$ cat config.mk
export PLATFORM = sky130hd
export DESIGN_NAME = psp_parser
export DESIGN_NICKNAME = d
export VERILOG_FILES = /design/src/hw/rtl/psp_pkg.sv /design/src/hw/rtl/psp_parser.sv
export SDC_FILE = /design/constraint.sdc
export NUM_CORES = 1
export LEC_CHECK = 0
export BUFFER_PORTS_ARGS = -buffer_cell sky130_fd_sc_hd__buf_4
export CAP_MARGIN = 5
export CORE_MARGIN = 3
export CORE_UTILIZATION = 49
export DETAILED_ROUTE_END_ITERATION = 7
export PLACE_DENSITY = 0.77
export SLEW_MARGIN = 20
export SYNTH_ARGS = -nofsm -noshare
export SYNTH_HDL_FRONTEND = slang
export SYNTH_SLANG_ARGS = --single-unit
$ cat constraint.sdc
create_clock -name clk -period 2.25 [get_ports clk]
set_input_delay 0.45 -clock clk [delete_from_list [all_inputs] [get_ports clk]]
set_output_delay 0.45 -clock clk [all_outputs]
set_load 0.005 [all_outputs]
$ cat src/hw/rtl/psp_pkg.sv
`default_nettype none
// ---------------------------------------------------------------------------
// psp_pkg
// Shared types and constants for the program association section parser.
// ---------------------------------------------------------------------------
package psp_pkg;

    localparam int PID_W      = 13;
    localparam int PROG_W     = 16;
    localparam int CRC_W      = 32;
    localparam int COUNT_W    = 14;
    localparam int LEN_W      = 12;
    localparam int ENTRY_W    = PROG_W + 1;
    localparam int FIFO_DEPTH = 3;
    localparam int FIFO_PTR_W = 2;
    localparam int FIFO_CNT_W = 2;
    localparam int OCC_W      = 3;

    localparam logic [LEN_W-1:0] FIXED_HDR = 12'd9;

    localparam logic OP_BYTE   = 1'b0;
    localparam logic OP_LOOKUP = 1'b1;

    typedef enum logic [1:0] {
        RK_ENTRY  = 2'd0,
        RK_DONE   = 2'd1,
        RK_LOOKUP = 2'd2
    } result_kind_t;

    typedef enum logic [2:0] {
        PH_IDLE,
        PH_SKIP,
        PH_HEADER,
        PH_ENTRIES,
        PH_CRC
    } phase_t;

    typedef struct packed {
        logic [7:0]  tid;
        logic [15:0] tsid;
        logic [4:0]  ver;
        logic        cn;
        logic [7:0]  sn;
        logic [7:0]  lsn;
    } hdr_t;

    typedef struct packed {
        logic              valid;
        result_kind_t      kind;
        logic [PID_W-1:0]  pid;
        logic [PROG_W-1:0] prog;
        logic [CRC_W-1:0]  crc;
        hdr_t              hdr;
    } psp_req_t;

    typedef struct packed {
        result_kind_t       kind;
        logic [PROG_W-1:0]  prog;
        logic [PID_W-1:0]   pid;
        logic               flag;
        hdr_t               hdr;
        logic [CRC_W-1:0]   crc;
        logic [COUNT_W-1:0] count;
    } psp_res_t;

    typedef struct packed {
        logic busy;
        logic s1_valid;
    } psp_tbl_stat_t;

endpackage
`default_nettype wire

$ cat src/hw/rtl/psp_parser.sv
`default_nettype none
// ---------------------------------------------------------------------------
// psp_parser
// Byte-serial section parser: pointer skip, header capture, entry and CRC
// assembly. Issues one table request per entry, section end or lookup.
// ---------------------------------------------------------------------------
module psp_parser
    import psp_pkg::*;
(
    input  wire logic             clk,
    input  wire logic             rst_n,
    input  wire logic             accept,
    input  wire logic             opcode,
    input  wire logic [7:0]       data_byte,
    input  wire logic             start_of_payload,
    input  wire logic [PID_W-1:0] query_pid,
    output psp_req_t              req
);

    phase_t            phase_reg, phase_next;
    logic [7:0]        skip_reg, skip_next;
    logic [2:0]        pos_reg, pos_next;
    logic [LEN_W-1:0]  len_reg, len_next;
    logic [31:0]       asm_reg, asm_next;
    hdr_t              hdr_reg, hdr_next;
    logic [31:0]       asm_shift;

    always_ff @(posedge clk or negedge rst_n)
    begin
        if (!rst_n)
        begin
            phase_reg <= PH_IDLE;
            skip_reg  <= '0;
            pos_reg   <= '0;
            len_reg   <= '0;
            asm_reg   <= '0;
            hdr_reg   <= '0;
        end
        else
        begin
            phase_reg <= phase_next;
            skip_reg  <= skip_next;
            pos_reg   <= pos_next;
            len_reg   <= len_next;
            asm_reg   <= asm_next;
            hdr_reg   <= hdr_next;
        end
    end

    assign asm_shift = {asm_reg[23:0], data_byte};

    always_comb
    begin
        phase_next = phase_reg;
        skip_next  = skip_reg;
        pos_next   = pos_reg;
        len_next   = len_reg;
        asm_next   = asm_reg;
        hdr_next   = hdr_reg;
        req        = '0;
        req.kind   = RK_ENTRY;
        req.hdr    = hdr_reg;

        if (accept && opcode == OP_LOOKUP)
        begin
            req.valid = 1'b1;
            req.kind  = RK_LOOKUP;
            req.pid   = query_pid;
        end
        else if (accept && start_of_payload)
        begin
            skip_next  = data_byte;
            pos_next   = '0;
            asm_next   = '0;
            len_next   = '0;
            phase_next = (data_byte != 8'd0) ? PH_SKIP : PH_HEADER;
        end
        else if (accept)
        begin
            case (phase_reg)
                PH_SKIP:
                begin
                    skip_next = skip_reg - 8'd1;
                    if (skip_reg == 8'd1)
                    begin
                        phase_next = PH_HEADER;
                    end
                end
                PH_HEADER:
                begin
                    case (pos_reg)
                        3'd0: hdr_next.tid = data_byte;
                        3'd1: len_next = {data_byte[3:0], 8'h00};
                        3'd2: len_next = len_reg | {4'h0, data_byte};
                        3'd3: hdr_next.tsid[15:8] = data_byte;
                        3'd4: hdr_next.tsid[7:0] = data_byte;
                        3'd5:
                        begin
                            hdr_next.ver = data_byte[5:1];
                            hdr_next.cn  = data_byte[0];
                        end
                        3'd6: hdr_next.sn = data_byte;
                        default: hdr_next.lsn = data_byte;
                    endcase
                    pos_next = pos_reg + 3'd1;
                    if (pos_reg == 3'd7)
                    begin
                        len_next   = (len_reg >= FIXED_HDR) ? len_reg - FIXED_HDR : '0;
                        pos_next   = '0;
                        asm_next   = '0;
                        phase_next = (len_reg > FIXED_HDR) ? PH_ENTRIES : PH_CRC;
                    end
                end
                PH_ENTRIES:
                begin
                    asm_next = asm_shift;
                    pos_next = pos_reg + 3'd1;
                    len_next = len_reg - 12'd1;
                    if (pos_reg[1:0] == 2'd3)
                    begin
                        req.valid = 1'b1;
                        req.kind  = RK_ENTRY;
                        req.pid   = asm_shift[PID_W-1:0];
                        req.prog  = asm_shift[31:16];
                        pos_next  = '0;
                        asm_next  = '0;
                    end
                    if (len_reg == 12'd1)
                    begin
                        pos_next   = '0;
                        asm_next   = '0;
                        phase_next = PH_CRC;
                    end
                end
                PH_CRC:
                begin
                    asm_next = asm_shift;
                    pos_next = pos_reg + 3'd1;
                    if (pos_reg[1:0] == 2'd3)
                    begin
                        req.valid  = 1'b1;
                        req.kind   = RK_DONE;
                        req.crc    = asm_shift;
                        pos_next   = '0;
                        asm_next   = '0;
                        phase_next = PH_IDLE;
                    end
                end
                default:
                begin
                    phase_next = phase_reg;
                end
            endcase
        end
    end

endmodule
`default_nettype wire

# Yosys cells after proc, flatten, opt, wreduce, memory -nomap -nowiden
# Cells that the tools add are included.
# W data, S select, Z words.
# classes
n_addsub,4
n_lt_le_gt_ge,2
n_eq_ne,19
mux,40
bitwise_logic,4
reduce_logical,21
# op_table
op,n
$mux W64,2
$mux W24,5
$mux W32,3
$pmux W24 S3,1
$mux W12,4
$mux W48,1
$pmux W12 S2,2
$mux W3,13
$reduce_and A5 Y1,6
$mux W29,1
$mux W8,3
$mux W16,1
$eq A3 B3 Y1 const B,5
$eq A12 B1 Y1 const B,1
$eq A3 B2 Y1 const B,4
$ge A12 B4 Y1 const B,1
$gt A12 B4 Y1 const B,1
$ne A3 B3 Y1 const B,4
$or A12 B8 Y12,1
$pmux W3 S4,1
$sub A12 B1 Y12 const B,1
$sub A12 B4 Y12 const B,1
$pmux W3 S3,1
$eq A8 B1 Y1 const B,1
other kinds (19),26
# totals
ff_bits,96
input_bits,26
out_inout_bits,110
wordCells,102

# Logic depth before layout (Yosys ltp)
# Gate-level depths: netlist of run 1.
# logic_depth
ltp_word,6
mapped_depth,10
mapped_depth_nobuf,7

# Worst setup path before layout of run 1
# OpenSTA, ideal clock, no wires.
# synth_path
path_kind,reg-to-reg
start,register pos_reg[0]
end,register len_reg[11]
setup_ns,0.126
arrival_time_ns,2.320
t_required_ns,2.124
slack_ns,-0.196
path_stages_with_launch,9
n_path_buf,1
synth_period_minus_slack_ns,2.446
path_cell_list,dfrtp_1 ha_1 ha_1 clkbuf_1 or3b_2 nor2_1 nor3_1 a21boi_0 a221o_1
# synth_via
elab_chain_len,6
elab_cells_between_ends,10
classes_between,4 x eq/ne; 5 x mux; 1 x reduce/logical
# synth_lines
item,line_no,text
"start, declared",psp_parser.sv:22,"logic [2:0] pos_reg, pos_next;"
"start signal, assigned",psp_parser.sv:43,pos_reg <= pos_next;
$eq A3 B2 Y1 or $eq A3 B1 Y1 (tied branches),psp_parser.sv:91,case (pos_reg)
$pmux W12 S2,psp_parser.sv:91,
$mux W12,psp_parser.sv:106,if (pos_reg == 3'd7)
$pmux W12 S2,psp_parser.sv:80,case (phase_reg)
$mux W12,psp_parser.sv:78,else if (accept)
$mux W12,psp_parser.sv:70,else if (accept && start_of_payload)
"end signal, assigned",psp_parser.sv:44,len_reg <= len_next;
"end, declared",psp_parser.sv:23,"logic [LEN_W-1:0] len_reg, len_next;"
# Several ways; a longest one is shown, not always the timed one. The select of a mux whose other input is x is not followed.
# A chain may end at the register's enable or synchronous reset.

==> qor.yml, run 1 <==
status: "complete, but fails checks"
violations: "negative setup slack"
largest_reg_flops: 46
grtUsageMet1: 0.369
netlist_instances: 535
fin_crit_sh: 1.10
setup_slack_ns: -0.231
worst_pin_slew_ns: 0.495
postCtsHoldBufs: 0
required_ns: 1.80
ios: 136
via_per_inst: 6.35
wl_per_cell_um: 21.8
rows: 37
setup_tns_ns: -12.46
insertion_delay_ns: 0.39
clock-sinks: 96
power_density_nw_per_um2: 1020
met3_usage: 0.0442
cts-root-buf: "clkbuf_8"
synth_area_leaders: "dfrtp_1, mux2_2, a22o_1"
pre_cts_ws_ns: 0.00969
first_pass_iters: 5
leakagePower_nw: 3.79
synthArstFlopShare: 1.00
hpwlAfterDp_mm: 11.7
place_congestion: 0.975
drc_errors: 0
n_fill_cell: 688
coreArea_um2: 10600
synth_ff_type: "dfrtp_1"
final_hold_viol_count: 0
grt-ovfl-total: 0
syn_area_per_cell_um2: 10.1
ant_nets: 0
grt_pass1_vias: 5111
min_period_ns: 2.48
grt_usage: 0.274
die_y_um: 111
grt-busiest-layer: "met2"
slew_headroom: 0.668
crit_arrival_ns: 2.03
ir_drop_mv: 0.627
cts_tree: "built"
use_met2: 0.449
critPathMaxFanout: 8
timing.max_cap.violations: 0
drive_above_1_share: 0.503
synthDistinctLibCells: 64
die_w_um: 111
cts.clk_slew.worst_paths_ns: 0.11
syn-num-nets: 572
wl_mm: 19.0
ys_ff_latch: 96
clock_skew_ns: 0.0141
placed_area_um2: 6890
grt_max_degree: 44
fmax_ghz: 0.403
num_vias: 5523
final_area_um2: 7930
synth_area_um2: 5420
drtIter0Drc: 554
critPathLaunchType: "flop"
synth_warnings: 0
rsz0062_at_grt: "true"
hold_path.class: "input port to async pin"
synth_top_area_frac: 0.443
die_area_um2: 12400
critPathKind: "flop to output port"
final_nets: 766
synth_area_leader_cell: "dfrtp_1"
synth_edf_count: 0
grt_pass1_wl_mm: 27.6
n_antenna_cell: 0
initial_core_util: 0.513
clockBufferDepth: 2
cts_buffers: 9
end_kind: "output port"
yosysSeqAreaShare: 0.443
antenna_found_initial: 1
setup_viol: 75
cts.htree.levels: 3
drv_slew: 0
port_buffers: 135
area_growth_syn_to_layout_pct: 46.4
## critical path, stage by stage, from the launching register on
cell and delay [ns]:
dfrtp_1 0.44, ha_4 0.17, inv_2 0.04, or2_4 0.26
nor3_4 0.23, buf_4 0.15, buf_8 0.12, and2_4 0.15
buf_6 0.09
## cells by family (layout without fill, tap and decap cells)
family                   after synthesis  after routing  synth area share
multiplexers                          49             49             0.102
AO/OA/AOI/OAI                        161            161             0.214
flip-flops                            96             96             0.443
buffers and inverters                 54            253            0.0427
adder cells (fa/ha/maj)               11             11            0.0254
XOR/XNOR                               1              1           0.00162
AND/OR/NAND/NOR                      163            163             0.171
## per-layer routing
metal,vias to the layer above,share of wire,wire length [um]
met2,360,0.49,9340
li1,2376,-,-
met5,-,0.00089,17
met4,2,0.030,569
met1,2717,0.39,7350
met3,68,0.091,1730
## power by group
group          switching, mW  internal [mW]
registers              0.415           2.17
clock network          0.718          0.436
logic                   2.37           1.99
## through the flow
stage | std cells | util | hold slack [ns] | total power [mW]
after global placement | 821 | 0.653 | 0.428 | 5.95
after detailed placement | 821 | 0.653 | 0.430 | 6.07
after CTS | 850 | 0.698 | 0.0126 | 7.31
final | 870 | 0.751 | 0.00987 | 8.10
after floorplan | 535 | - | 0.154 | 4.63
after global routing | 870 | 0.751 | 0.0255 | 8.50
## cell usage in the layout (no fill, tap or decap), types with 7 or more instances in the layout
cell type	Yosys	final
a22o_1	39	39
nor2_1	25	21
buf_6	3	38
inv_1	17	15
a21oi_1	19	17
and2_1	50	23
a31oi_1	9	7
dfrtp_1	96	95
clkbuf_8	0	9
nand2_1	26	20
o21ai_0	34	27
and2_4	0	27
buf_4	0	174
o211ai_1	8	8
nor3_1	11	7
mux2_2	48	46
## path summary, 6_finish.rpt
kind                                           end  cells past startpoint                    from  slack [ns]
setup reg to reg           len_reg[11]$_DFFE_PN0P_                     10  pos_reg[1]$_DFFE_PN0P_       -0.19
min in group clk            len_reg[0]$_DFFE_PN0P_                      3            data_byte[0]        0.41
setup / recovery                           req[61]                      8  pos_reg[1]$_DFFE_PN0P_       -0.23
max in group asynchronous       req[5]$_DFFE_PN0P_                      2                   rst_n        1.56
hold / removal             asm_reg[21]$_DFFE_PN0P_                      1                   rst_n        0.01
hold reg to reg                 req[5]$_DFFE_PN0P_                      1      req[5]$_DFFE_PN0P_        0.52
## cells in the mapped netlist, types with 4 or more instances
cell	count
nand2b_1	6
ha_1	11
or4_1	4
a22o_1	39
o22ai_1	5
nand3_1	8
buf_2	5
a21oi_1	19
a31oi_1	9
nor3b_1	4
and2_1	50
nand2_1	26
nor4_1	8
a211oi_1	5
o211ai_1	8
dfrtp_1	96
mux2_2	48
clkbuf_1	28
nor3_1	11
inv_1	17
o21ai_0	34
or3_1	4
nor2_1	25
o31ai_1	5
## repair_timing
item                                    CTS  global route
setup buffers                            10            20
resized for setup                        32           111
pin swaps                                 8            39
endpoints found under the setup margin   64           101
gates cloned                              3             4
hold endpoints to repair                  0             0
## final cells by class
cell class,instances,area (um^2),share of cell area
clock buffer,9,124,0.0156
multi-input combinational,385,3190,0.402
clock inverter,7,73.8,0.00931
sequential,96,2400,0.303
inverter,17,63.8,0.00805
timing repair buffer,220,1910,0.240
tap,136,170,0.0215
No activity file was read; power rests on OpenSTA's default activity.
==> run 2: changes to the inputs <==
CORE_UTILIZATION = 27   (was 49)
PLACE_DENSITY = default   (was 0.77)
==> run 2 against run 1 <==
  * Combinational power fell by 8.3%
  * Wire length fell by 4.2%
  * Worst hold slack improved by 0.46 ns
  * Sequential power barely moved
  * Count of clock-buffer cells in the layout rose by 1
  * Critical endpoint is now req[64]
  * The run still ends with negative setup slack left
==> qor.yml, run 2 (synthesis gave the netlist of run 1 again) <==
status: "complete, but fails checks"
violations: "negative setup slack"
setup_slack_ns: -0.175
required_ns: 1.80
rsz0062_at_grt: "true"
clock-sinks: 96
die_area_um2: 21800
grt-busiest-layer: "met2"
p_total_mw: 8.24
cts.clk_slew.worst_paths_ns: 0.07
worst_pin_slew_ns: 0.615
layout_commonest_cell: "buf_4"
die_y_um: 148
final_nets: 768
clock_skew_ns: 0.00609
num_vias: 5132
grt_usage: 0.161
cts-root-buf: "clkbuf_16"
r2r-start: "len_reg[0]$_DFFE_PN0P_"
cts.htree.levels: 3
grtUsageMet1: 0.230
cts_buffers: 9
finish.utilization: 0.420
use_met2: 0.240
wl_per_cell_um: 18.2
final_area_um2: 8220
final_cell_mix: "buf_4, dfrtp_1, mux2_2"
largest_reg_flops: 46
critPathSlowestCell: "dfrtp_1"
n_fill_cell: 1919
first_pass_iters: 5
cts_tree: "built"
area_growth_syn_to_layout_pct: 51.8
placed_area_um2: 7160
via_per_inst: 5.13
grt_pass1_vias: 4853
slew_headroom: 0.590
initial_core_util: 0.277
critPathLaunchType: "flop"
timing.max_cap.violations: 0
critical_path.cell_chain: "ha_2, inv_2, or2_4, nor3_4, buf_12, clkbuf_16, and2_4, buf_6"
min_from: "start_of_payload"
rows: 51
critPathMaxFanout: 8
port_buffers: 135
fin_crit_sh: 1.08
insertion_delay_ns: 0.35
leakagePower_nw: 3.86
drv_slew: 0
hold_ws_ns: 0.466
ios: 136
n_antenna_cell: 0
grt_pass1_wl_mm: 27.8
die_w_um: 148
worstSetupStartpoint: "pos_reg[0]$_DFFE_PN0P_"
coreArea_um2: 19600
place_congestion: 0.917
place_inst: 962
hold_path.class: "input port to flop"
min_period_ns: 2.43
critPathKind: "flop to output port"
ant_nets: 0
layout.cells.non_filler: 1001
grt_max_degree: 57
final_hold_viol_count: 0
met3_usage: 0.0392
end_kind: "output port"
clockBufferDepth: 2
cpPeakStageDelay_ns: 0.37
ir_drop_mv: 0.558
drc_errors: 0
grt-ovfl-total: 0
drtIter0Drc: 275
drive_above_1_share: 0.486
antenna_found_initial: 0
setup_viol: 62
setup_tns_ns: -7.30
wl_mm: 18.2
pre_cts_ws_ns: -0.0208
crit_arrival_ns: 1.98
power_density_nw_per_um2: 1000
fmax_ghz: 0.412
hpwlAfterDp_mm: 12.4
[run 2: critical path: cells and delay by family, from the launching register on]
| family | cells | cell delay [ns] |
|---|---|---|
| adders and majority gates | 1 | 0.20 |
| buffers and inverters | 4 | 0.43 |
| DFF | 1 | 0.37 |
| and+or+nand+nor | 3 | 0.62 |
[run 2: path summary, 6_finish.rpt]
kind / to / cells past startpoint / slack [ns]
hold / removal: pos_reg[1]$_DFFE_PN0P_ / 3 / 0.47
max in group asynchronous: pos_reg[0]$_DFFE_PN0P_ / 3 / 1.11
min in group asynchronous: len_reg[7]$_DFFE_PN0P_ / 2 / 0.48
setup / recovery: req[64] / 8 / -0.18
setup reg to reg: len_reg[8]$_DFFE_PN0P_ / 8 / 0
hold reg to reg: req[27]$_DFFE_PN0P_ / 1 / 0.51
[run 2: timing repair]
item                                    CTS  global route
pin swaps                                 8            30
endpoints found under the setup margin   67            99
hold buffers                              1             0
buffers inserted                          7             9
hold endpoints to repair                  5             0
resized for setup                        26            95
cloned                                    3             3
[run 2: area by class of cell]
cell class	count	area, um^2	share of cell area
inverters	17	63.8	0.00776
clock buffers	10	239	0.0291
flip-flops and latches	96	2400	0.292
repair buffers	222	2030	0.247
multi-input cells	385	3070	0.373
clock inverters	6	85.1	0.0103
well taps	265	332	0.0403
[run 2: per-layer routing]
layer | wire, um | part of all wire | vias up
met2 | 8380 | 0.46 | 196
met5 | 0 | 0 | -
li1 | - | - | 2390
met4 | 340 | 0.019 | 0
met1 | 8170 | 0.45 | 2518
met3 | 1320 | 0.073 | 28
[run 2: power breakdown]
| part | total [mW] | internal (mW) | switching [mW] |
|---|---|---|---|
| clock network | 1.65 | 0.922 | 0.731 |
| registers | 2.59 | 2.17 | 0.419 |
| logic | 4.00 | 1.92 | 2.07 |
==> run 3: changes to the inputs <==
MAX_ROUTING_LAYER = met4   (was default)
REMOVE_ABC_BUFFERS = 1   (was default)
==> run 3 against run 2 <==
  * Global-route usage increased by 0.56 points
  * First-iteration DRC count is 11% lower
  * Worst hold slack got worse by 0.46 ns
  * Cell area is 5.4% lower
  * The flow still finishes with violations (negative setup slack)
==> qor.yml, run 3 (synthesis gave the netlist of run 1 again) <==
drive_above_1_share: 0.432
die_area_um2: 21800
insertion_delay_ns: 0.35
drtIter0Drc: 246
hpwlAfterDp_mm: 12.2
p_sw_frac: 0.379
drc_errors: 0
place_inst: 957
antenna_found_initial: 0
required_ns: 1.80
layout.cells.non_filler: 988
drv_slew: 0
timing.max_cap.violations: 0
grt_pass1_wl_mm: 27.7
fmax_ghz: 0.420
critPathKind: "flop to output port"
setup_tns_ns: -5.22
hold_ws_ns: 0.00821
p_int_mw: 4.94
cts_tree: "built"
port_buffers: 135
placed_area_um2: 7100
setup_slack_ns: -0.132
ir_drop_mv: 0.740
final_area_um2: 7780
p_comb_frac: 0.464
worst_pin_slew_ns: 0.728
cts-root-buf: "clkbuf_16"
die_y_um: 148
via_per_inst: 5.07
power_density_nw_per_um2: 1020
grt_pass1_vias: 4867
grt_usage: 0.166
final_hold_viol_count: 0
cts_buffers: 9
clkPwrFrac: 0.213
first_pass_iters: 5
grt_max_degree: 48
slew_headroom: 0.515
cpPeakStageDelay_ns: 0.36
crit_arrival_ns: 1.93
postCtsHoldBufs: 0
rows: 51
p_sw_mw: 3.02
clockBufferDepth: 2
final_cell_mix: "buf_4, dfrtp_1, mux2_2"
largest_reg_flops: 46
timing.critical_path.mode_cell: "buf_6"
fin_crit_sh: 1.06
layout_commonest_cell: "buf_4"
leakagePower_nw: 3.71
critPathMaxFanout: 8
critical_path.cell_chain: "ha_2, inv_2, or2_4, nor3_4, buf_6, buf_16, and2_4, buf_6"
cts.clk_slew.worst_paths_ns: 0.07
wl_per_cell_um: 17.8
initial_core_util: 0.277
rsz0062_at_grt: "true"
coreArea_um2: 19600
place_congestion: 0.904
critPathLaunchType: "flop"
clock_skew_ns: 0.00671
ios: 136
seqPwrFrac: 0.323
wl_mm: 17.6
clock-sinks: 96
hold_path.class: "input port to async pin"
area_growth_syn_to_layout_pct: 43.6
ant_nets: 0
n_antenna_cell: 0
critPathSlowestCell: "dfrtp_1"
min_period_ns: 2.38
die_w_um: 148
end_kind: "output port"
setup_viol: 62
final_nets: 755
violations: "negative setup slack"
cts.htree.levels: 3
num_vias: 5006
grt-ovfl-total: 0
status: "complete, but fails checks"
==> run 3: timing repair <==
item,in CTS,in global routing
gates cloned,3,0
gates resized for setup,30,30
hold endpoints to repair,0,0
endpoints found under the setup margin,69,97
pin swaps,4,7
buffers inserted,7,6
==> run 3: path summary, 6_finish.rpt <==
| kind | from | to | slack [ns] | depth (start not counted) |
|---|---|---|---|---|
| hold / removal | rst_n | pos_reg[2]$_DFFE_PN0P_ | 0.008 | 1 |
| min in group clk | data_byte[4] | req[34]$_DFFE_PN0P_ | 0.43 | 2 |
| setup reg to reg | pos_reg[1]$_DFFE_PN0P_ | phase_reg[0]$_DFFE_PN0P_ | 0.07 | 8 |
| max in group asynchronous | rst_n | req[13]$_DFFE_PN0P_ | 1.59 | 2 |
| setup / recovery | pos_reg[1]$_DFFE_PN0P_ | req[63] | -0.13 | 8 |
| hold reg to reg | req[44]$_DFFE_PN0P_ | req[44]$_DFFE_PN0P_ | 0.50 | 1 |
==> run 3: critical path: cells and delay by family, from the launching register on <==
kind | cells | cell delay [ns]
AND/OR/NAND/NOR | 3 | 0.58
buffers and inverters | 4 | 0.42
flip-flops | 1 | 0.36
adder cells (fa/ha/maj) | 1 | 0.20
==> run 3: final cells by class <==
class / instances / area [um^2]
clock buffers: 10 / 239
clock inverters: 6 / 90.1
fillers: 1934 / 11800
inverters: 17 / 63.8
multi-input cells: 385 / 2910
flip-flops and latches: 96 / 2400
well taps: 265 / 332
repair buffers: 209 / 1740
==> run 3: routing by layer <==
metal	global-route usage	part of all wire	routed length, um	up-vias
li1	-	-	-	2357
met1	0.214	0.44	7810	2428
met2	0.265	0.48	8380	202
met3	0.0377	0.067	1190	19
met4	0.0452	0.015	261	0
met5	-	0	0	-
==> run 3: power groups by stage <==
stage               clock (mW)  sequential, mW  combinational [mW]
floorplan                    0            2.61                1.90
global placement             0            2.58                3.42
detailed placement           0            2.59                3.45
CTS                       1.75            2.56                3.54
global route              1.80            2.65                4.06
finish                    1.70            2.57                3.69
==> run 3: metrics by stage <==
stage	total power, mW	util	worst slack [ns]
2_1_floorplan	4.51	-	-0.788
3_3_place_gp	6.00	0.362	0.0143
3_5_place_dp	6.04	0.362	-0.0268
4_1_cts	7.85	0.391	-0.185
5_1_grt	8.51	0.397	-0.230
6_report	7.96	0.397	-0.132
