$ cat src/hw/rtl/psp_pkg.sv
`default_nettype none
// ---------------------------------------------------------------------------
// psp_pkg
// Shared types and constants for the program association section parser.
// ---------------------------------------------------------------------------
package psp_pkg;

    localparam int PID_W      = 13;
    localparam int PROG_W     = 16;
    localparam int CRC_W      = 32;
    localparam int COUNT_W    = 14;
    localparam int LEN_W      = 12;
    localparam int ENTRY_W    = PROG_W + 1;
    localparam int FIFO_DEPTH = 3;
    localparam int FIFO_PTR_W = 2;
    localparam int FIFO_CNT_W = 2;
    localparam int OCC_W      = 3;

    localparam logic [LEN_W-1:0] FIXED_HDR = 12'd9;

    localparam logic OP_BYTE   = 1'b0;
    localparam logic OP_LOOKUP = 1'b1;

    typedef enum logic [1:0] {
        RK_ENTRY  = 2'd0,
        RK_DONE   = 2'd1,
        RK_LOOKUP = 2'd2
    } result_kind_t;

    typedef enum logic [2:0] {
        PH_IDLE,
        PH_SKIP,
        PH_HEADER,
        PH_ENTRIES,
        PH_CRC
    } phase_t;

    typedef struct packed {
        logic [7:0]  tid;
        logic [15:0] tsid;
        logic [4:0]  ver;
        logic        cn;
        logic [7:0]  sn;
        logic [7:0]  lsn;
    } hdr_t;

    typedef struct packed {
        logic              valid;
        result_kind_t      kind;
        logic [PID_W-1:0]  pid;
        logic [PROG_W-1:0] prog;
        logic [CRC_W-1:0]  crc;
        hdr_t              hdr;
    } psp_req_t;

    typedef struct packed {
        result_kind_t       kind;
        logic [PROG_W-1:0]  prog;
        logic [PID_W-1:0]   pid;
        logic               flag;
        hdr_t               hdr;
        logic [CRC_W-1:0]   crc;
        logic [COUNT_W-1:0] count;
    } psp_res_t;

    typedef struct packed {
        logic busy;
        logic s1_valid;
    } psp_tbl_stat_t;

endpackage
`default_nettype wire

$ cat src/hw/rtl/psp_out_fifo.sv
`default_nettype none
// ---------------------------------------------------------------------------
// psp_out_fifo
// Small result queue that decouples the table pipeline from receiver stalls.
// ---------------------------------------------------------------------------
module psp_out_fifo
    import psp_pkg::*;
(
    input  wire logic              clk,
    input  wire logic              rst_n,
    input  wire logic              push,
    input  wire psp_res_t          push_data,
    input  wire logic              pop,
    output logic                   head_valid,
    output psp_res_t               head,
    output logic [FIFO_CNT_W-1:0]  count
);

    psp_res_t              q [FIFO_DEPTH];
    logic [FIFO_PTR_W-1:0] wr_ptr_reg, wr_ptr_next;
    logic [FIFO_PTR_W-1:0] rd_ptr_reg, rd_ptr_next;
    logic [FIFO_CNT_W-1:0] count_reg, count_next;

    function automatic logic [FIFO_PTR_W-1:0] ptr_inc(input logic [FIFO_PTR_W-1:0] p);
        ptr_inc = (p == FIFO_PTR_W'(FIFO_DEPTH - 1)) ? '0 : p + 1'b1;
    endfunction

    always_ff @(posedge clk)
    begin
        if (push)
        begin
            q[wr_ptr_reg] <= push_data;
        end
    end

    always_ff @(posedge clk or negedge rst_n)
    begin
        if (!rst_n)
        begin
            wr_ptr_reg <= '0;
            rd_ptr_reg <= '0;
            count_reg  <= '0;
        end
        else
        begin
            wr_ptr_reg <= wr_ptr_next;
            rd_ptr_reg <= rd_ptr_next;
            count_reg  <= count_next;
        end
    end

    always_comb
    begin
        wr_ptr_next = push ? ptr_inc(wr_ptr_reg) : wr_ptr_reg;
        rd_ptr_next = pop ? ptr_inc(rd_ptr_reg) : rd_ptr_reg;
        count_next  = count_reg;
        if (push && !pop)
        begin
            count_next = count_reg + 1'b1;
        end
        else if (pop && !push)
        begin
            count_next = count_reg - 1'b1;
        end
    end

    assign head_valid = (count_reg != '0);
    assign head       = q[rd_ptr_reg];
    assign count      = count_reg;

endmodule
`default_nettype wire

$ cat config.mk
export PLATFORM = sky130hd
export DESIGN_NAME = psp_out_fifo
export DESIGN_NICKNAME = d
export VERILOG_FILES = /design/src/hw/rtl/psp_pkg.sv /design/src/hw/rtl/psp_out_fifo.sv
export SDC_FILE = /design/constraint.sdc
export NUM_CORES = 1
export LEC_CHECK = 0
export BUFFER_PORTS_ARGS = -buffer_cell sky130_fd_sc_hd__buf_2
export CORE_MARGIN = 3
export CORE_UTILIZATION = 40
export DETAILED_ROUTE_END_ITERATION = 10
export SYNTH_ARGS = -nofsm -noshare
export SYNTH_HDL_FRONTEND = slang
export SYNTH_SLANG_ARGS = --single-unit
$ cat constraint.sdc
create_clock -name clk -period 15.9 [get_ports clk]
set_input_delay 0.795 -clock clk [delete_from_list [all_inputs] [get_ports clk]]
set_output_delay 0.795 -clock clk [all_outputs]
set_load 0.1 [all_outputs]
; Word-level counts from Yosys, hierarchy flattened
; Memories as Yosys holds them, arrays and structs flattened.
; Cells that the tools add are included.
[totals]
ff_bits = 6
latchBits = 0
mem_bits_rw = 372
rom_bits = 0
wordCells = 22
mem_count = 1
[classes]
n_addsub = 4
n_mul = 0
n_div = 0
n_lt_le_gt_ge = 0
n_eq_ne = 2
n_shift = 0
n_mux = 6
bitwise_logic = 0
reduce_logical = 6
[mem_list]
columns = name, words, width, read_ports, rd_ports_with_merged_regs, write_ports, line
row1 = q, 3, 124, 1, 0, 1, psp_out_fifo.sv:19  ; psp_res_t q [FIFO_DEPTH];
[ops]
columns = operator, n
row1 = $mux 2, 4
row2 = $add 2x1->2 const B, 3
row3 = $eq 2x2->1 const B, 2
row4 = $reduce_bool 2->1, 2
row5 = $logic_and 1x1->1, 2
row6 = $logic_not 1->1, 2
row7 = $mux 1, 2
row8 = $sub 2x1->2 const B, 1

; Logic depth before layout (Yosys ltp)
; Gate-level depths: netlist of the first run.
[logic_depth]
ltp_word = 4
mapped_depth = 5
depth_no_buf = 5

; Least setup slack after synthesis of the first run
; OpenSTA, ideal clock, no wires.
[synth_timing]
path_type = input-to-reg
start = in push
end = mem q[2][0] (netlist bit) (enable)
arrival_time_ns = 9.815
t_required_ns = 15.116
path_slack_ns = 5.301
path_stages = 2
path_buffers = 0
cell_sequence = inv_1 > nor3b_1
[synth_between]
elab_chain_cells = 2
[synth_lines]
columns = item, line
row1 = "start, declared", psp_out_fifo.sv:11  ; input wire logic push,
row2 = $mux 1, psp_out_fifo.sv:30  ; if (push)
row3 = $mux 1 (not written as such), psp_out_fifo.sv:32  ; q[wr_ptr_reg] <= push_data;
row4 = "end, declared", psp_out_fifo.sv:19
; Every way passes these cells.

==> results of run 1 <==
[cell usage in the layout (no fill, tap or decap)]
cell         n
a21o_1       2
buf_2      254
buf_4       10
bufinv_16    4
clkbuf_1    12
clkbuf_16   41
clkinv_1     6
clkinv_2     2
clkinv_4     1
dfrtp_1      4
dfrtp_4      2
edfxtp_1   372
ha_1         1
inv_1        3
inv_6        1
mux2i_1    125
nand2_1    126
nand2b_1     1
nor2_1       1
nor2_4       1
nor3_2       1
nor3b_2      1
o21ai_0     76
o21ai_1     49
or2_2        1
xnor2_1      1
xor2_1       2
[per-layer routing]
| metal | wire, um | part of all wire |
|---|---|---|
| met3 | 2390 | 0.085 |
| met2 | 14000 | 0.50 |
| met4 | 466 | 0.017 |
| met1 | 11100 | 0.40 |
| met5 | 99 | 0.0035 |
[worst paths after layout]
| check | startpoint | endpoint | slack, ps | depth (start not counted) |
|---|---|---|---|---|
| max in group asynchronous | rst_n | rd_ptr_reg[0] | 15600 | 1 |
| min | rst_n | count[0] | 110 | 1 |
| min in group clk | push_data[122] | q[2][122] | 470 | 1 |
| min reg2reg | count[1] | count[1] | 520 | 1 |
| max reg2reg | wr_ptr_reg[1] | q[0][6] | 13500 | 2 |
| max | rd_ptr_reg[0] | head[36] | 11210 | 5 |
[logic make-up after synthesis]
family | synth area share
DFF | 0.807
adders and majority gates | 0.000892
buffers and inverters | 0.0190
and+or+nand+nor | 0.0360
muxes | 0.0892
xor gates and xnor gates | 0.00187
AOI/OAI and AO/OA | 0.0457
[final cells by class]
type / instances / area [um2] / share of cell area
clock inverter: 14 / 170 / 0.0100
timing repair buffer: 264 / 1350 / 0.0795
inverter: 3 / 11.3 / 0.000665
tap: 448 / 561 / 0.0331
clock buffer: 53 / 1070 / 0.0632
sequential: 378 / 11300 / 0.669
multi-input combinational: 388 / 2450 / 0.145
[power groups by stage]
stage / combinational [mW] / sequential [mW] / clock, mW
2_1_floorplan: 1.09 / 1.39 / 0
3_3_place_gp: 1.31 / 1.34 / 0
3_5_place_dp: 1.31 / 1.35 / 0
4_1_cts: 1.31 / 1.33 / 0.914
5_1_grt: 1.35 / 1.34 / 0.959
6_report: 1.29 / 1.33 / 0.888
==> summary.md, run 1 <==
| Metric | Value |
|---|---|
| Status | `complete, no violations` |
| CTS tree | `built` |
| Clock sink count | `378` |
| Ports | `about 260` |
| Die Y | `between 150 and 200 um` |
| Worst vdd ir | `~130 uV` |
| Fillers | `approximately 2.9k` |
| Vias/cell | `between 4 and 5` |
| Setup ws final | `~11000 ps` |
| CP cell instances | `buf_4 -> buf_4 -> mux2i_1 -> o21ai_0 -> buf_2` |
| Slew Limit Fails | `0` |
| Initial antenna violation count | `8` |
| DRT Pass-1 Iters | `5` |
| Fin nets | `1204` |
| Worst hold margin | `107 ps` |
| Num CTS Buffers | `40` |
| Hold Vio Cnt, Final | `0` |
| WL per Instance | `18.1 um` |
| Net switching power figure | `approximately 1.5 mW` |
| Sequential Power Share | `0.378` |
| Largest net degree at the start of global routing | `approximately 110` |
| Clk buf depth | `3` |
| Clock Latency Late Sink | `around 520 ps` |
| #FFs+latches synth | `roughly 380` |
| Final min period | `about 4700 ps` |
| Core ar. | `~34000 um2` |
| CP peak stage delay | `roughly 900 ps` |
| Critical path fanouts, max | `54` |
| Largest cells by area after synthesis | `edfxtp_1 80%, mux2i_1 8.9%, nand2_1 3.4%` |
| Die W | `slightly below 200 um` |
| Setup WS pre-CTS | `approximately 12000 ps` |
| Slowest stage cell on the critical path | `buf_4` |
| Post-Syn Nets | `between 900 and 1k` |
| Cell area after layout | `roughly 17000 um2` |
| Gpl congestion | `0.704` |
| GRT overflow | `0` |
| Initial DRC count | `just under 400` |
| Tightest Pin Transition | `1020 ps` |
| Post-synth EDFFs | `372` |
| Post-route ant nets | `0` |
| Switching Fraction | `0.430` |
| Starting Density | `0.412` |
| Synth area leader | `edfxtp_1` |
| Global-route wire length before repair | `around 43 mm` |
| Yosys top cell area share | `0.797` |
| Avg Inst Size Synth | `17.3 um2` |
| Startpoint Class | `flip-flop` |
| Combinational share of power | `0.368` |
| Yosys warns | `0` |
| RSZ-0062 raised after global routing | `no` |
| Worst slew margin | `0.323` |
| Family with the most delay on the worst path | `buffers and inverters` |
| Clock Tree Root | `clkbuf_16` |
| Synth unique cells | `20` |
| Overall power | `around 3.5 mW` |
| Top FF cell, synth | `edfxtp_1` |
| Int Pwr | `2.00 mW` |
| Placed inst area | `15700 um2` |
| Hold_buf cts | `0` |
| Mapped Area | `about 14000 um2` |
| Clock Pin Slew Worst Setup and Hold Paths | `60 ps` |
| IO buf count | `254` |
| Global router's overall resource usage | `0.147` |
| Vias in the first global route | `approximately 7.8k` |
| Postcts setup bufs | `0` |
| Antenna diode count | `0` |
| Setup TNS | `0 ps` |
| Dpl hpwl | `roughly 17 mm` |
| Met3 usage | `0.0609` |
| Most common cell in the netlist | `edfxtp_1` |
| Area of the die | `approximately 37000 um2` |
| Max Cap Viol | `0` |
| Hold Path Class | `in -> async` |
| Final wirelength | `about 28 mm` |
| Final core utilization | `0.498` |
| Rows | `67` |
| Worst path most repeated cell | `buf_4` |
| Crit end category | `primary output` |
| P per Cell Area | `207 nW/um2` |
| Leak | `about 6.2 nW` |
| Final setup violation count | `0` |
| Crit Path Class | `reg -> out` |
| Area Overhead vs Synth | `20.8%` |
| Layout cells sized above 1 | `0.290` |
| DP Cell Count | `between 1k and 1.5k` |
| Met1 global-route usage | `0.167` |
| Clock Power Share | `0.253` |
| Vias | `roughly 7.5k` |
| H-tree levels | `2` |
| WP data arrival | `around 3900 ps` |
| Sequential area share after synthesis | `0.807` |
| Number of flip-flops under the largest register name | `~370` |
| Top post-synthesis cells by count | `372 x edfxtp_1, 126 x nand2_1, 125 x mux2i_1, 76 x o21ai_0, 49 x o21ai_1` |
| Final period util | `0.295` |
| Top reg by flops | `q` |
| WP data required | `approximately 15000 ps` |
| Fmax | `0.213 GHz` |
| Layout Skew | `~14 ps` |
| Cell Count, Final, Fillers Out | `roughly 1.5k` |
| Syn Inst Count | `just over 800` |
| CP bufs+invs | `3` |
| GR peak layer | `met2` |
| GR met2 Demand/Resource | `0.257` |
| Post-cts sizing count | `0` |
| Post-route DRC | `0` |
| Ys async rst share | `0.0159` |
Power figures use the tool's default switching activity.
==> inputs of run 2 (changes only) <==
Clock period 15.9 ns to 4.9 ns, I/O delays scaled along.
==> run 2 against run 1 <==
Net effect:
- clock skew is 4.0 ps lower
- total power grew to 3.2 times the previous value
- critical path depth is 1 lower
- sequential share of layout area is 4.5 points lower
- count of clock-buffer cells in the layout is 2 higher
- via count is 4.5% higher
- combinational power grew to 3.3 times the previous value
- largest power group unchanged
- largest cell class unchanged
- first-iteration DRC count is 1.3% lower
- critical endpoint is now head[39]
- cell count is 8.2% higher
==> summary.md, run 2 (synthesis results as in run 1) <==
| Metric | Value |
|---|---|
| Vias/cell | `4.69 (-3.4%)` |
| Hold Vio Cnt, Final | `0 (unchanged)` |
| WP data arrival | `2910 ps (-980 ps)` |
| Slew Limit Fails | `0 (unchanged)` |
| Final period util | `0.645` |
| WL per Instance | `17.0 um (-6.3%)` |
| Status | `complete, no violations` |
| Initial antenna violation count | `0 (-8)` |
| Leak | `6.75 nW (+8.1%)` |
| H-tree levels | `2 (unchanged)` |
| Top reg by flops | `q` |
| Slowest stage cell on the critical path | `dfrtp_4` |
| Fin nets | `1330 (+10%)` |
| Core ar. | `34000 um2 (unchanged)` |
| Num CTS Buffers | `40 (unchanged)` |
| Post-route ant nets | `0 (unchanged)` |
| Die W | `193 um (unchanged)` |
| Placed inst area | `15800 um2 (+0.32%)` |
| Crit Path Class | `reg -> out` |
| Global-route wire length before repair | `45.1 mm (+3.8%)` |
| R2R setup slack | `2630 ps (-10870 ps)` |
| Layout cells sized above 1 | `0.260 (-0.0300)` |
| Fmax | `around 0.32 GHz` |
| Post-cts sizing count | `0 (unchanged)` |
| WP data required | `4660 ps (-10450 ps)` |
| Cell area after layout | `18200 um2 (+7.3%)` |
| Crit end category | `primary output` |
| Register area | `11300 um2 (unchanged)` |
| Dpl hpwl | `16.5 mm (-0.54%)` |
| Gpl congestion | `0.706 (+0.38%)` |
| Worst r2r src | `wr_ptr_reg[0]` |
| Worst hold margin | `99.8 ps (-7.40 ps)` |
| Vias | `7850 (+4.5%)` |
| Layout Skew | `10.5 ps (-4.03 ps)` |
| Clock Latency Late Sink | `510 ps (about the same)` |
| Final core utilization | `0.534 (+0.0363)` |
| Multi-input gate area | `2470 um2 (+0.51%)` |
| CP bufs+invs | `2 (-1)` |
| Reg2reg end | `q[1][56]` |
| Hold_buf cts | `126 (+126)` |
| Family with the most delay on the worst path | `flip-flops` |
| Largest net degree at the start of global routing | `149 (+33%)` |
| CP peak stage delay | `1030 ps (+130 ps)` |
| Critical path depth | `4 (-1)` |
| RSZ-0062 raised after global routing | `no` |
| Worst vdd ir | `418 uV (+230%)` |
| IO buf count | `254 (unchanged)` |
| Post-route DRC | `0 (unchanged)` |
| Area of the die | `37300 um2 (unchanged)` |
| Max Cap Viol | `0 (unchanged)` |
| R2R cell count | `3 (+1)` |
| Global router's overall resource usage | `0.150 (+0.00273)` |
| Startpoint Class | `flip-flop` |
| P per Cell Area | `622 nW/um2 (+200%)` |
| Final wirelength | `28.5 mm (+1.3%)` |
| Fillers | `2817 (-3.3%)` |
| Ports | `255 (unchanged)` |
| CP cell instances | `buf_12 -> nand2_1 -> o21ai_0 -> buf_2` |
| Starting Density | `0.412 (unchanged)` |
| Hold Path Class | `in -> async` |
| Die Y | `193 um (unchanged)` |
| Antenna diode count | `0 (unchanged)` |
| Critical path fanouts, max | `148 (+170%)` |
| Setup TNS | `0 ps (unchanged)` |
| Clock Pin Slew Worst Setup and Hold Paths | `60 ps (about the same)` |
| Clock Tree Root | `clkbuf_16` |
| Area Overhead vs Synth | `29.6%` |
| Final min period | `3160 ps` |
| Commonest non-fill, non-tap cell in the layout | `edfxtp_1` |
| Clock sink count | `378 (unchanged)` |
| CTS tree | `built` |
| GRT overflow | `0 (unchanged)` |
| Vias in the first global route | `8195 (+5.6%)` |
| Tightest Pin Transition | `1070 ps (+51.3 ps)` |
| Rows | `67 (unchanged)` |
| Final setup violation count | `0 (unchanged)` |
| Worst slew margin | `0.289 (-0.0342)` |
| Commonest non-fill, non-tap cells in the layout | `372 x edfxtp_1, 254 x buf_2, 126 x nand2_1, 126 x dlygate4sd3_1, 125 x mux2i_1` |
| Number of flip-flops under the largest register name | `372 (unchanged)` |
| Crit path launch | `rd_ptr_reg[1]` |
| Postcts setup bufs | `0 (unchanged)` |
| Initial DRC count | `393 (-1.3%)` |
| Clk buf depth | `3 (unchanged)` |
| DRT Pass-1 Iters | `4 (-1)` |
run 2: cell count changes in the layout (fill, tap and decap cells not counted), sizes merged:
cell,previous run,this run
bufinv,4,1
clkinv,9,11
clkinvlp,0,1
clkbuf,53,55
inv,4,3
dlygate4sd3,0,126
run 2: cell type report:
class,count,share of cell area
Clock inverter,13,0.00475
Timing Repair Buffer,390,0.146
Sequential cell,378,0.623
Inverter,3,0.000620
Multi-Input combinational cell,388,0.136
Tap cell,448,0.0308
Clock buffer,55,0.0593
run 2: through the flow:
step / cells / total power [mW] / setup slack (ps)
6_report: 1675 / 11.3 / 1740
3_3_place_gp: 1481 / 8.62 / 2260
4_1_cts: 1675 / 11.4 / 1700
5_1_grt: 1675 / 11.8 / 1520
3_5_place_dp: 1481 / 8.64 / 2250
2_1_floorplan: 811 / 7.96 / -891
run 2: how the worst max path moves through the flow:
stage and endpoint:
6_report head[39], 5_1_grt head[63], 4_1_cts head[78], 3_5_place_dp head[78]
3_3_place_gp head[78], 2_1_floorplan q[0][0]
run 2: routing by layer:
| layer | wire, um | vias up | share of wire | global-route usage |
|---|---|---|---|---|
| li1 | - | 3839 | - | - |
| met1 | 12100 | 3756 | 0.43 | 0.194 |
| met2 | 13900 | 214 | 0.49 | 0.253 |
| met3 | 1880 | 41 | 0.066 | 0.0414 |
| met4 | 530 | 0 | 0.019 | 0.0346 |
| met5 | 0 | - | 0 | 0 |
run 2: where the power goes:
part           total, mW  internal [mW]  switching, mW
Sequential          4.36           4.15          0.213
Combinational       4.24          0.676           3.56
Clock               2.70           1.58           1.12
==> inputs of run 3 (changes only) <==
Clock period 4.9 ns to 2.8 ns, I/O delays scaled along.
==> run 3 against run 2 <==
Net effect:
- total power rose by 77%
- final area is 1.2% higher
- global-route usage decreased by 0.14 points
- critical path type unchanged
==> summary.md, run 3 (synthesis results as in run 1) <==
| Metric | Value |
|---|---|
| Status | `complete, no violations` |
| CP peak stage delay | `790 ps (-240 ps)` |
| Post-route ant nets | `0 (unchanged)` |
| Clk buf depth | `3 (unchanged)` |
| Placed inst area | `15900 um2 (+0.95%)` |
| Fillers | `2780 (-1.3%)` |
| Hold Vio Cnt, Final | `0 (unchanged)` |
| Family with the most delay on the worst path | `buffers and inverters` |
| Die Y | `193 um (unchanged)` |
| Critical path depth | `4 (unchanged)` |
| Initial antenna violation count | `2 (+2)` |
| Clock sink count | `378 (unchanged)` |
| Final setup violation count | `0 (unchanged)` |
| Final period util | `0.919` |
| DP Cell Count | `1489 (+0.54%)` |
| Cell area after layout | `18400 um2 (+1.2%)` |
| CP endpoint | `head[38]` |
| DRT Pass-1 Iters | `4 (unchanged)` |
| Vias in the first global route | `8078 (-1.4%)` |
| WP data required | `2660 ps (-2000 ps)` |
| Worst hold margin | `363 ps (+263 ps)` |
| Layout cells sized above 1 | `0.266 (+0.00555)` |
| Slew Limit Fails | `0 (unchanged)` |
| Fin nets | `1340 (+0.75%)` |
| Reg2reg end | `q[1][62]` |
| GRT overflow | `0 (unchanged)` |
| CTS tree | `built` |
| Clock Tree Root | `clkbuf_16` |
| Starting Density | `0.412 (unchanged)` |
| Area Overhead vs Synth | `31.1%` |
| Rows | `67 (unchanged)` |
| CP bufs+invs | `2 (unchanged)` |
| WHS Path Cells | `2` |
| Tightest Pin Transition | `763 ps (-304 ps)` |
| Crit Path Class | `reg -> out` |
| RSZ-0062 raised after global routing | `no` |
| Number of flip-flops under the largest register name | `372 (unchanged)` |
| Layout Skew | `13.8 ps (+3.30 ps)` |
| CP cell instances | `buf_4 -> nand2_1 -> o21ai_1 -> buf_2` |
| Dpl hpwl | `16.7 mm (+1.6%)` |
| WL per Instance | `16.8 um (-1.2%)` |
| Final min period | `about 2600 ps` |
| Vias | `7971 (+1.5%)` |
| Post-route DRC | `0 (unchanged)` |
| R2R setup slack | `1110 ps (-1520 ps)` |
| Clock Latency Late Sink | `500 ps (about the same)` |
| Max Cap Viol | `0 (unchanged)` |
| R2R cell count | `3 (unchanged)` |
| Crit end category | `primary output` |
| Gpl congestion | `0.719 (+1.8%)` |
| Die W | `193 um (unchanged)` |
| Commonest non-fill, non-tap cell in the layout | `edfxtp_1` |
| Hold Path Class | `in -> reg` |
| Area of the die | `37300 um2 (unchanged)` |
| WP data arrival | `2430 ps (-480 ps)` |
| Slowest stage cell on the critical path | `dfrtp_4` |
| Worst vdd ir | `831 uV (+99%)` |
| Clock Pin Slew Worst Setup and Hold Paths | `60 ps (about the same)` |
| Worst r2r src | `wr_ptr_reg[0]` |
| Commonest non-fill, non-tap cells in the layout | `372 x edfxtp_1, 254 x buf_2, 128 x dlygate4sd3_1` |
| Global-route wire length before repair | `44.8 mm (-0.75%)` |
| Crit path launch | `rd_ptr_reg[1]` |
| Leak | `6.84 nW (+1.4%)` |
| Largest net degree at the start of global routing | `73 (-51%)` |
| Global router's overall resource usage | `0.148 (-0.00141)` |
| Final wirelength | `28.3 mm (-0.37%)` |
| Startpoint Class | `flip-flop` |
| Vias/cell | `4.72 (+0.70%)` |
| Setup TNS | `0 ps (unchanged)` |
| Postcts setup bufs | `0 (unchanged)` |
| Ports | `255 (unchanged)` |
| Fmax | `between 0.3 and 0.4 GHz` |
| Core ar. | `34000 um2 (unchanged)` |
| P per Cell Area | `1090 nW/um2 (+75%)` |
| Top reg by flops | `q` |
| Cell Count, Final, Fillers Out | `1689 (+0.84%)` |
| Critical path fanouts, max | `49 (-67%)` |
| H-tree levels | `2 (unchanged)` |
| Num CTS Buffers | `40 (unchanged)` |
| Initial DRC count | `373 (-5.1%)` |
| Worst slew margin | `0.491 (+0.203)` |
| IO buf count | `254 (unchanged)` |
[run 3: cell count changes in the layout (fill, tap and decap cells not counted), sizes merged]
cell,before,now
buf,264,272
bufinv,1,2
clkbuf,55,49
clkinv,11,18
diode,0,2
dlygate4sd3,126,128
[run 3: metrics by stage]
step / utilization / power [mW] / setup WS, ps
finish: 0.540 / 20.0 / 228
global route: 0.540 / 20.8 / 24.9
CTS: 0.540 / 20.3 / 181
global placement: 0.467 / 15.2 / 779
detailed placement: 0.467 / 15.3 / 738
floorplan: - / 14.0 / -1230
[run 3: layout make-up]
| type | count | area [um2] | area share |
|---|---|---|---|
| sequential | 378 | 11300 | 0.616 |
| timing repair buffer | 400 | 2810 | 0.153 |
| multi-input combinational | 388 | 2470 | 0.134 |
| clock buffer | 49 | 1060 | 0.0574 |
| tap | 448 | 561 | 0.0305 |
| clock inverter | 21 | 149 | 0.00810 |
| inverter | 3 | 11.3 | 0.000612 |
| antenna | 2 | 5.00 | 0.000272 |
[run 3: worst min-delay path by stage]
| stage | from | slack (ps) | endpoint |
|---|---|---|---|
| 3_5_place_dp | rst_n | -20 | count[1] |
| 4_1_cts | push_data[96] | 330 | q[0][96] |
| 6_report | push_data[85] | 360 | q[2][85] |
| 3_3_place_gp | rst_n | -20 | count[1] |
| 2_1_floorplan | rst_n | -160 | count[0] |
| 5_1_grt | push_data[114] | 350 | q[2][114] |
[run 3: what timing repair did]
action	4_1_cts	5_1_grt
gates resized for setup	0	0
hold buffers	128	0
hold endpoints to repair	381	0
[run 3: routing by layer]
layer / track usage / routed length, um / vias up
li1: - / - / 3877
met1: 0.186 / 11700 / 3821
met2: 0.251 / 14000 / 222
met3: 0.0470 / 2150 / 51
met4: 0.0380 / 550 / 0
met5: 0 / 0 / -
[run 3: power by group]
group | switching, mW | leakage [nW] | internal (mW) | total, mW
Sequential | 0.300 | 3.50 | 7.25 | 7.55
Combinational | 6.35 | 2.76 | 1.30 | 7.65
Clock | 1.97 | 0.583 | 2.85 | 4.82
